==> config.mk <==
export PLATFORM = sky130hd
export DESIGN_NAME = decimal_string_to_u64_with_suffix
export DESIGN_NICKNAME = d
export VERILOG_FILES = /design/src/hdl/dsu_pkg.sv /design/src/hdl/decimal_string_to_u64_with_suffix.sv /design/src/hdl/dsu_in_reg.sv /design/src/hdl/dsu_parse.sv /design/src/hdl/dsu_out_reg.sv
export VERILOG_INCLUDE_DIRS = /design/src /design/src/hdl
export SDC_FILE = /design/constraint.sdc
export NUM_CORES = 1
export LEC_CHECK = 0
export BUFFER_PORTS_ARGS = -buffer_cell sky130_fd_sc_hd__buf_2
export CORE_ASPECT_RATIO = 1.75
export CORE_MARGIN = 3
export CORE_UTILIZATION = 58
export DETAILED_ROUTE_END_ITERATION = 8
export HOLD_SLACK_MARGIN = 0.08
export PLACE_DENSITY = 0.79
export SKIP_LAST_GASP = 1
export SLEW_MARGIN = 20
export SYNTH_ARGS = -nofsm -noshare
export SYNTH_HDL_FRONTEND = slang
export SYNTH_SLANG_ARGS = --single-unit
==> constraint.sdc <==
create_clock -name clk -period 5.23 [get_ports clk]
set_input_delay 0.523 -clock clk [delete_from_list [all_inputs] [get_ports clk]]
set_output_delay 0.523 -clock clk [all_outputs]
set_load 0.05 [all_outputs]
==> src/hdl/decimal_string_to_u64_with_suffix_macros.svh <==
// Assertion macros for the decimal string converter.
`ifndef DECIMAL_STRING_TO_U64_WITH_SUFFIX_MACROS_SVH
`define DECIMAL_STRING_TO_U64_WITH_SUFFIX_MACROS_SVH

`ifndef SYNTH
`define DSU_ASSERT_SAME(lbl, clk, rst_n, ante, cons) \
	lbl: assert property (@(posedge clk) disable iff (!rst_n) (ante) |-> (cons)) \
		else $error("dsu same-cycle check failed");
`define DSU_ASSERT_NEXT(lbl, clk, rst_n, ante, cons) \
	lbl: assert property (@(posedge clk) disable iff (!rst_n) (ante) |=> (cons)) \
		else $error("dsu next-cycle check failed");
`else
`define DSU_ASSERT_SAME(lbl, clk, rst_n, ante, cons)
`define DSU_ASSERT_NEXT(lbl, clk, rst_n, ante, cons)
`endif

`endif

==> src/hdl/dsu_pkg.sv <==
package dsu_pkg;

	localparam int unsigned ValueWidth = 64;
	localparam int unsigned ShiftWidth = 7;

	localparam logic [7:0] CHAR_NUL  = 8'h00;
	localparam logic [7:0] CHAR_ZERO = 8'h30;
	localparam logic [7:0] CHAR_NINE = 8'h39;
	localparam logic [7:0] CHAR_K    = 8'h6B;
	localparam logic [7:0] CHAR_M    = 8'h4D;
	localparam logic [7:0] CHAR_G    = 8'h47;
	localparam logic [7:0] CHAR_T    = 8'h54;
	localparam logic [7:0] CHAR_P    = 8'h50;
	localparam logic [7:0] CHAR_E    = 8'h45;
	localparam logic [7:0] CHAR_Z    = 8'h5A;
	localparam logic [7:0] CHAR_Y    = 8'h59;

	localparam logic [ValueWidth-1:0] LIMIT_DIV_TEN = 64'h1999_9999_9999_9999;
	localparam logic [3:0]            LIMIT_REM_TEN = 4'd5;

	typedef enum logic [1:0] {
		ST_OK       = 2'd0,
		ST_INVALID  = 2'd1,
		ST_OVERFLOW = 2'd2
	} status_t;

	typedef struct packed {
		logic [7:0] ch;
		logic       first;
	} char_item_t;

	typedef struct packed {
		logic                  emit;
		logic [ValueWidth-1:0] value;
		status_t               status;
	} result_t;

	// zero when the character is not a scale letter
	function automatic logic [ShiftWidth-1:0] suffix_shift(input logic [7:0] ch);
		logic [ShiftWidth-1:0] amt;
		case (ch)
			CHAR_K:  amt = 7'd10;
			CHAR_M:  amt = 7'd20;
			CHAR_G:  amt = 7'd30;
			CHAR_T:  amt = 7'd40;
			CHAR_P:  amt = 7'd50;
			CHAR_E:  amt = 7'd60;
			CHAR_Z:  amt = 7'd70;
			CHAR_Y:  amt = 7'd80;
			default: amt = 7'd0;
		endcase
		return amt;
	endfunction

endpackage

==> src/hdl/decimal_string_to_u64_with_suffix.sv <==
// channel   | handshake              | payload
// ----------+------------------------+----------------------------
// char in   | char_valid, char_stall | ch[7:0], first
// result    | res_valid, res_stall   | value[63:0], status[1:0]
// config    | cfg_valid, cfg_ready   | allow_suffix
//
// One character per cycle unless char_stall is high.
// Path: input register, parse logic with accumulator, result register.
// Reset clears the accumulator, sets allow_suffix and waits for a first item.
// A held result stalls input only when the next character also ends a string.
module decimal_string_to_u64_with_suffix (
	input  logic        clk,
	input  logic        arst_n,
	input  logic        cfg_valid,
	output logic        cfg_ready,
	input  logic        allow_suffix,
	input  logic        char_valid,
	output logic        char_stall,
	input  logic [7:0]  ch,
	input  logic        first,
	output logic        res_valid,
	input  logic        res_stall,
	output logic [63:0] value,
	output logic [1:0]  status
);

	dsu_pkg::char_item_t item;
	dsu_pkg::char_item_t item_s1;
	dsu_pkg::result_t    res;
	logic                valid_s1;
	logic                out_ready;
	logic                fire;

	assign cfg_ready = 1'b1;
	assign item      = '{ch: ch, first: first};
	assign fire      = valid_s1 && (!res.emit || out_ready);

	dsu_in_reg u_in (
		.clk        (clk),
		.arst_n     (arst_n),
		.char_valid (char_valid),
		.char_stall (char_stall),
		.item       (item),
		.take       (fire),
		.valid_s1   (valid_s1),
		.item_s1    (item_s1)
	);

	dsu_parse u_parse (
		.clk      (clk),
		.arst_n   (arst_n),
		.cfg_we   (cfg_valid && cfg_ready),
		.cfg_data (allow_suffix),
		.item_s1  (item_s1),
		.fire     (fire),
		.res      (res)
	);

	dsu_out_reg u_out (
		.clk       (clk),
		.arst_n    (arst_n),
		.load      (fire && res.emit),
		.res       (res),
		.res_stall (res_stall),
		.ready     (out_ready),
		.res_valid (res_valid),
		.value     (value),
		.status    (status)
	);

endmodule

==> src/hdl/dsu_in_reg.sv <==
module dsu_in_reg (
	input  logic               clk,
	input  logic               arst_n,
	input  logic               char_valid,
	output logic               char_stall,
	input  dsu_pkg::char_item_t item,
	input  logic               take,
	output logic               valid_s1,
	output dsu_pkg::char_item_t item_s1
);

	logic load;

	assign char_stall = valid_s1 && !take;
	assign load       = char_valid && !char_stall;

	always_ff @(posedge clk or negedge arst_n) begin
		if (!arst_n) begin
			valid_s1 <= 1'b0;
		end else if (load) begin
			valid_s1 <= 1'b1;
		end else if (take) begin
			valid_s1 <= 1'b0;
		end
	end

	always_ff @(posedge clk) begin
		if (load) begin
			item_s1 <= item;
		end
	end

endmodule

==> src/hdl/dsu_parse.sv <==
`include "decimal_string_to_u64_with_suffix_macros.svh"

module dsu_parse (
	input  logic                clk,
	input  logic                arst_n,
	input  logic                cfg_we,
	input  logic                cfg_data,
	input  dsu_pkg::char_item_t item_s1,
	input  logic                fire,
	output dsu_pkg::result_t    res
);

	logic                                   allow_q;
	logic [dsu_pkg::ValueWidth-1:0]         acc_q;
	logic                                   fin_q;
	logic [dsu_pkg::ValueWidth-1:0]         eff_acc;
	logic                                   eff_fin;
	logic                                   is_digit;
	logic [3:0]                             digit;
	logic                                   fits;
	logic [dsu_pkg::ValueWidth-1:0]         mul;
	logic [dsu_pkg::ShiftWidth-1:0]         amt;
	logic                                   sfx_ok;
	logic                                   sfx_ovf;
	logic [dsu_pkg::ValueWidth-1:0]         acc_next;

	assign eff_acc  = item_s1.first ? '0 : acc_q;
	assign eff_fin  = item_s1.first ? 1'b0 : fin_q;
	assign is_digit = item_s1.ch inside {[dsu_pkg::CHAR_ZERO:dsu_pkg::CHAR_NINE]};
	assign digit    = 4'(item_s1.ch - dsu_pkg::CHAR_ZERO);
	assign fits     = (eff_acc < dsu_pkg::LIMIT_DIV_TEN) ||
		((eff_acc == dsu_pkg::LIMIT_DIV_TEN) && (digit <= dsu_pkg::LIMIT_REM_TEN));
	assign mul      = (eff_acc << 3) + (eff_acc << 1) + 64'(digit);
	assign amt      = dsu_pkg::suffix_shift(item_s1.ch);
	assign sfx_ok   = allow_q && (amt != '0);
	assign sfx_ovf  = (amt >= 7'(dsu_pkg::ValueWidth)) ||
		((eff_acc >> (7'(dsu_pkg::ValueWidth) - amt)) != '0);

	always_comb begin
		res = '{emit: 1'b0, value: '0, status: dsu_pkg::ST_OK};
		if (!eff_fin) begin
			if (is_digit) begin
				if (!fits) begin
					res.emit   = 1'b1;
					res.status = dsu_pkg::ST_OVERFLOW;
				end
			end else if (item_s1.ch == dsu_pkg::CHAR_NUL) begin
				res.emit  = 1'b1;
				res.value = eff_acc;
			end else if (!sfx_ok) begin
				res.emit   = 1'b1;
				res.status = dsu_pkg::ST_INVALID;
			end else if (eff_acc == '0) begin
				res.emit = 1'b1;
			end else if (sfx_ovf) begin
				res.emit   = 1'b1;
				res.status = dsu_pkg::ST_OVERFLOW;
			end else begin
				res.emit  = 1'b1;
				res.value = eff_acc << amt[5:0];
			end
		end
	end

	assign acc_next = (!eff_fin && is_digit && fits) ? mul : eff_acc;

	always_ff @(posedge clk or negedge arst_n) begin
		if (!arst_n) begin
			allow_q <= 1'b1;
			acc_q   <= '0;
			fin_q   <= 1'b1;
		end else begin
			if (cfg_we) begin
				allow_q <= cfg_data;
			end
			if (fire) begin
				acc_q <= acc_next;
				fin_q <= res.emit ? 1'b1 : eff_fin;
			end
		end
	end

	`DSU_ASSERT_NEXT(a_emit_goes_idle, clk, arst_n, fire && res.emit, fin_q)
	`DSU_ASSERT_SAME(a_idle_is_silent, clk, arst_n, fin_q && !item_s1.first, !res.emit)
	`DSU_ASSERT_SAME(a_error_zero_value, clk, arst_n,
		res.emit && (res.status != dsu_pkg::ST_OK), res.value == '0)

endmodule

==> src/hdl/dsu_out_reg.sv <==
module dsu_out_reg (
	input  logic                           clk,
	input  logic                           arst_n,
	input  logic                           load,
	input  dsu_pkg::result_t               res,
	input  logic                           res_stall,
	output logic                           ready,
	output logic                           res_valid,
	output logic [dsu_pkg::ValueWidth-1:0] value,
	output logic [1:0]                     status
);

	logic                           res_valid_q;
	logic [dsu_pkg::ValueWidth-1:0] value_q;
	dsu_pkg::status_t               status_q;

	assign ready     = !res_valid_q || !res_stall;
	assign res_valid = res_valid_q;
	assign value     = value_q;
	assign status    = status_q;

	always_ff @(posedge clk or negedge arst_n) begin
		if (!arst_n) begin
			res_valid_q <= 1'b0;
		end else if (load) begin
			res_valid_q <= 1'b1;
		end else if (!res_stall) begin
			res_valid_q <= 1'b0;
		end
	end

	always_ff @(posedge clk) begin
		if (load) begin
			value_q  <= res.value;
			status_q <= res.status;
		end
	end

endmodule

==> impl_metrics.ini <==
[yosys]
synth_seq_area_share_pct = 24.2
synthArstFlopShare_pct = 47.6
synth_area_um2 = 16400
yosysWarnings = 0
syn_avg_cell_area_um2 = 7.55
synth.ff_latch_count = 143
synth_enable_flop_cells = 75
syn-num-nets = 2308
netlist_instances = 2168
synth_cell_types = 97
synth_ff_type = edfxtp_1

[clocking]
cts.sinks = 143
cts_root_buf = clkbuf_16
cts_tree = done
cts_buffers = 17
h-tree-depth = 4
clkTransAtPathRegs_ns = 0.07
cts_buffer_depth = 2
hold_buffers = 0
insertion_delay_ns = 0.46

[setup_path]
critPathLaunchType = register
worstSetupPathType = reg -> reg
path_max_fanout = 29
path_common_cell = buf_4
crit_path_end_kind = register
worstPathArrival_ns = 5.36
crit_chain = buf_4, nand2b_1, or4_1, nand4_1, buf_4, o211ai_1, nor4_1, o22a_1, o2111ai_1, a222oi_1, a31o_2, a21oi_2, or3_4, o32ai_2
worstPathRequired_ns = 5.52
critPathSlowestCell = or4_1
max_stage_delay_ns = 0.75

[power_and_ir_drop]
p_per_area_nw_per_um2 = 172
p_leak_nw = 8.19
ir_drop_mv = 0.258
power_mw = 3.12

[routing]
via_per_inst = 7.00
drc = 0
final_antenna_net_count = 0
num_vias = 18186
avgRoutedWirePerCell_um = 25.5
wl_um = 66200
drt-pass1-iter-count = 7
drtIter0Drc = 2362

[finish]
areaGrowthSynthToFinish_pct = 10.7
layout.cells.non_filler = 2597
multiInputGateArea_um2 = 11600
finalInstanceArea_um2 = 18100
nFillCells = 2310
register_area_um2 = 3960
nNetsFinal = 2354
drive_gt1_share_pct = 12.8
finish.utilization_pct = 65.8

[floorplan]
die_x_um = 133
rows = 80
start_util_pct = 59.4
fp.dieH_um = 228
core-area_um2 = 27500
ios = 84
die-area_um2 = 30300

[timing]
maxSlewViolCount = 0
rsz0062_at_grt = false
tightestPinTransition_ns = 1.11
post-route-min-period_ns = 5.08
fin_crit_sh_pct = 97.1
setup_violations = 0
skew_ns = 0.0116
final.setup.tns_ns = 0
fmax_mhz = 197
hold_violations = 0
max_slew_margin_pct = 24.9

[job]
drv_cap = 0

[place]
port-buffer-count = 82
post-place-cells = 2562
dpl.hpwl_um = 50700
place_area_um2 = 17500
place.gp.congestion = 1.01

[run_status]
status = completed

[hold_path]
hold_class = in -> reg

[grt]
track_usage_pct = 42.4
grt_first_pass_wirelength_um = 100000
grt_max_degree = 106
first_global_vias = 17393
antenna_found_initial = 0
overflow = 0
[critical path, delay by kind of cell (launching register included)]
family / cells / cell delay (ns)
flip-flops: 1 / 0.51
AND/OR/NAND/NOR: 5 / 2.13
buffers and inverters: 2 / 0.44
AO/OA/AOI/OAI: 7 / 1.79
[placed cells by master (no fill, tap or decap), types with 40 or more instances in the layout]
cell | netlist | final
a211oi_1 | 45 | 45
a21o_1 | 42 | 42
a21oi_1 | 164 | 163
buf_2 | 14 | 82
buf_4 | 3 | 93
dfrtp_1 | 66 | 66
edfxtp_1 | 75 | 75
ha_1 | 123 | 122
inv_1 | 72 | 72
mux2i_1 | 63 | 63
nand2_1 | 263 | 263
nand3_1 | 81 | 80
nor2_1 | 243 | 241
nor3_1 | 43 | 40
o211ai_1 | 50 | 50
o21ai_0 | 193 | 191
[metal layers]
layer / wire (um) / track usage (%) / up-vias
met5: 0 / 0 / -
met4: 5920 / 30.4 / 0
met3: 5930 / 8.84 / 322
met2: 31300 / 70.2 / 1154
met1: 23000 / 48.0 / 8594
li1: - / - / 8116
[area by class of cell]
type,instances,share of cell area (%)
diodes,1,0.0138
clock buffers,21,2.67
clock inverters,11,0.428
inverters,74,1.53
multi-input cells,1795,64.0
flip-flops and latches,143,21.8
well taps,369,2.55
repair buffers,183,6.96
[Yosys cell counts (all sizes together) (6+ instances only)]
cell type  instances  area, um2
nor2             244        918
mux2              12        135
nand3             82        415
o21ai            200       1000
nor3              44        225
o211ai            50        375
o21bai            22        165
inv               73        274
edfxtp            75       2250
o22ai             29        244
a311oi             9       78.8
xnor2             30        263
a22o              35        307
a22oi              8       60.1
nand2            264        998
a21o              42        315
xor2              29        254
and3              18        113
a211o             10       87.6
o2111ai            7       61.3
ha               123       1540
or3                8       55.1
buf               41        213
dfrtp             66       1650
o32ai             15        191
clkbuf           115        432
o31ai              9       72.6
nor4              18        125
a21oi            165        830
nand4             24        150
nor2b             35        219
nand2b            24        150
mux2i             63        631
or2                6       37.5
or4                6       45.0
and2              12       75.1
a211oi            46        350
a31oi             18        128
[final timing paths]
kind,from,end,slack (ns),cells past startpoint
worst max-delay path,u_in.item_s1[3]$_DFFE_PP_,u_out.value[9]$_SDFFCE_PP0P_,0.15,14
worst min-delay path,ch[6],u_in.item_s1[7]$_DFFE_PP_,0.23,1
worst max register to register,u_in.item_s1[3]$_DFFE_PP_,u_out.value[9]$_SDFFCE_PP0P_,0.15,14
worst min register to register,u_parse.fin_q$_DFFE_PN1P_,u_parse.fin_q$_DFFE_PN1P_,0.51,2
max in group asynchronous,arst_n,u_parse.acc_q[14]$_DFFE_PN0P_,4.37,2
min in group asynchronous,arst_n,u_parse.acc_q[63]$_DFFE_PN0P_,0.24,2
[kinds of logic (layout without fill, tap and decap cells)]
logic type	count (synthesis)	after routing	share of synthesized area, %
AOI/OAI and AO/OA	728	728	29.6
xor gates and xnor gates	59	59	3.16
adders and majority gates	125	125	9.65
buffers and inverters	230	289	5.64
DFF	143	143	24.2
muxes	79	79	5.23
other	1	2	0.0229
and+or+nand+nor	803	803	22.5
[registers in the layout, indices dropped and copies added, names as in the netlist]
name / count
u_in.item_s1: 9
u_in.valid_s1: 1
u_out.res_valid: 1
u_out.status: 2
u_out.value: 64
u_parse.acc_q: 64
u_parse.allow_q: 1
u_parse.fin_q: 1
[report_power, final]
group	switching, mW	total, mW	internal (mW)
registers	0.0367	1.27	1.23
clock network	0.518	1.18	0.663
logic	0.466	0.672	0.206
[through the flow]
step                      setup WS, ns  hold WS [ns]
after global placement           0.249         0.488
after global routing            0.0180         0.227
final                            0.153         0.232
after floorplan                0.00556         0.227
after detailed placement         0.197         0.489
after CTS                        0.150         0.224
[repair_timing]
action                                  in CTS  in global routing
gates resized for setup                      0                  3
endpoints found under the setup margin       0                 29
endpoints found under the hold margin        0                  0
buffers inserted                             0                  1
Note: power is estimated with default switching activity, not from simulation.
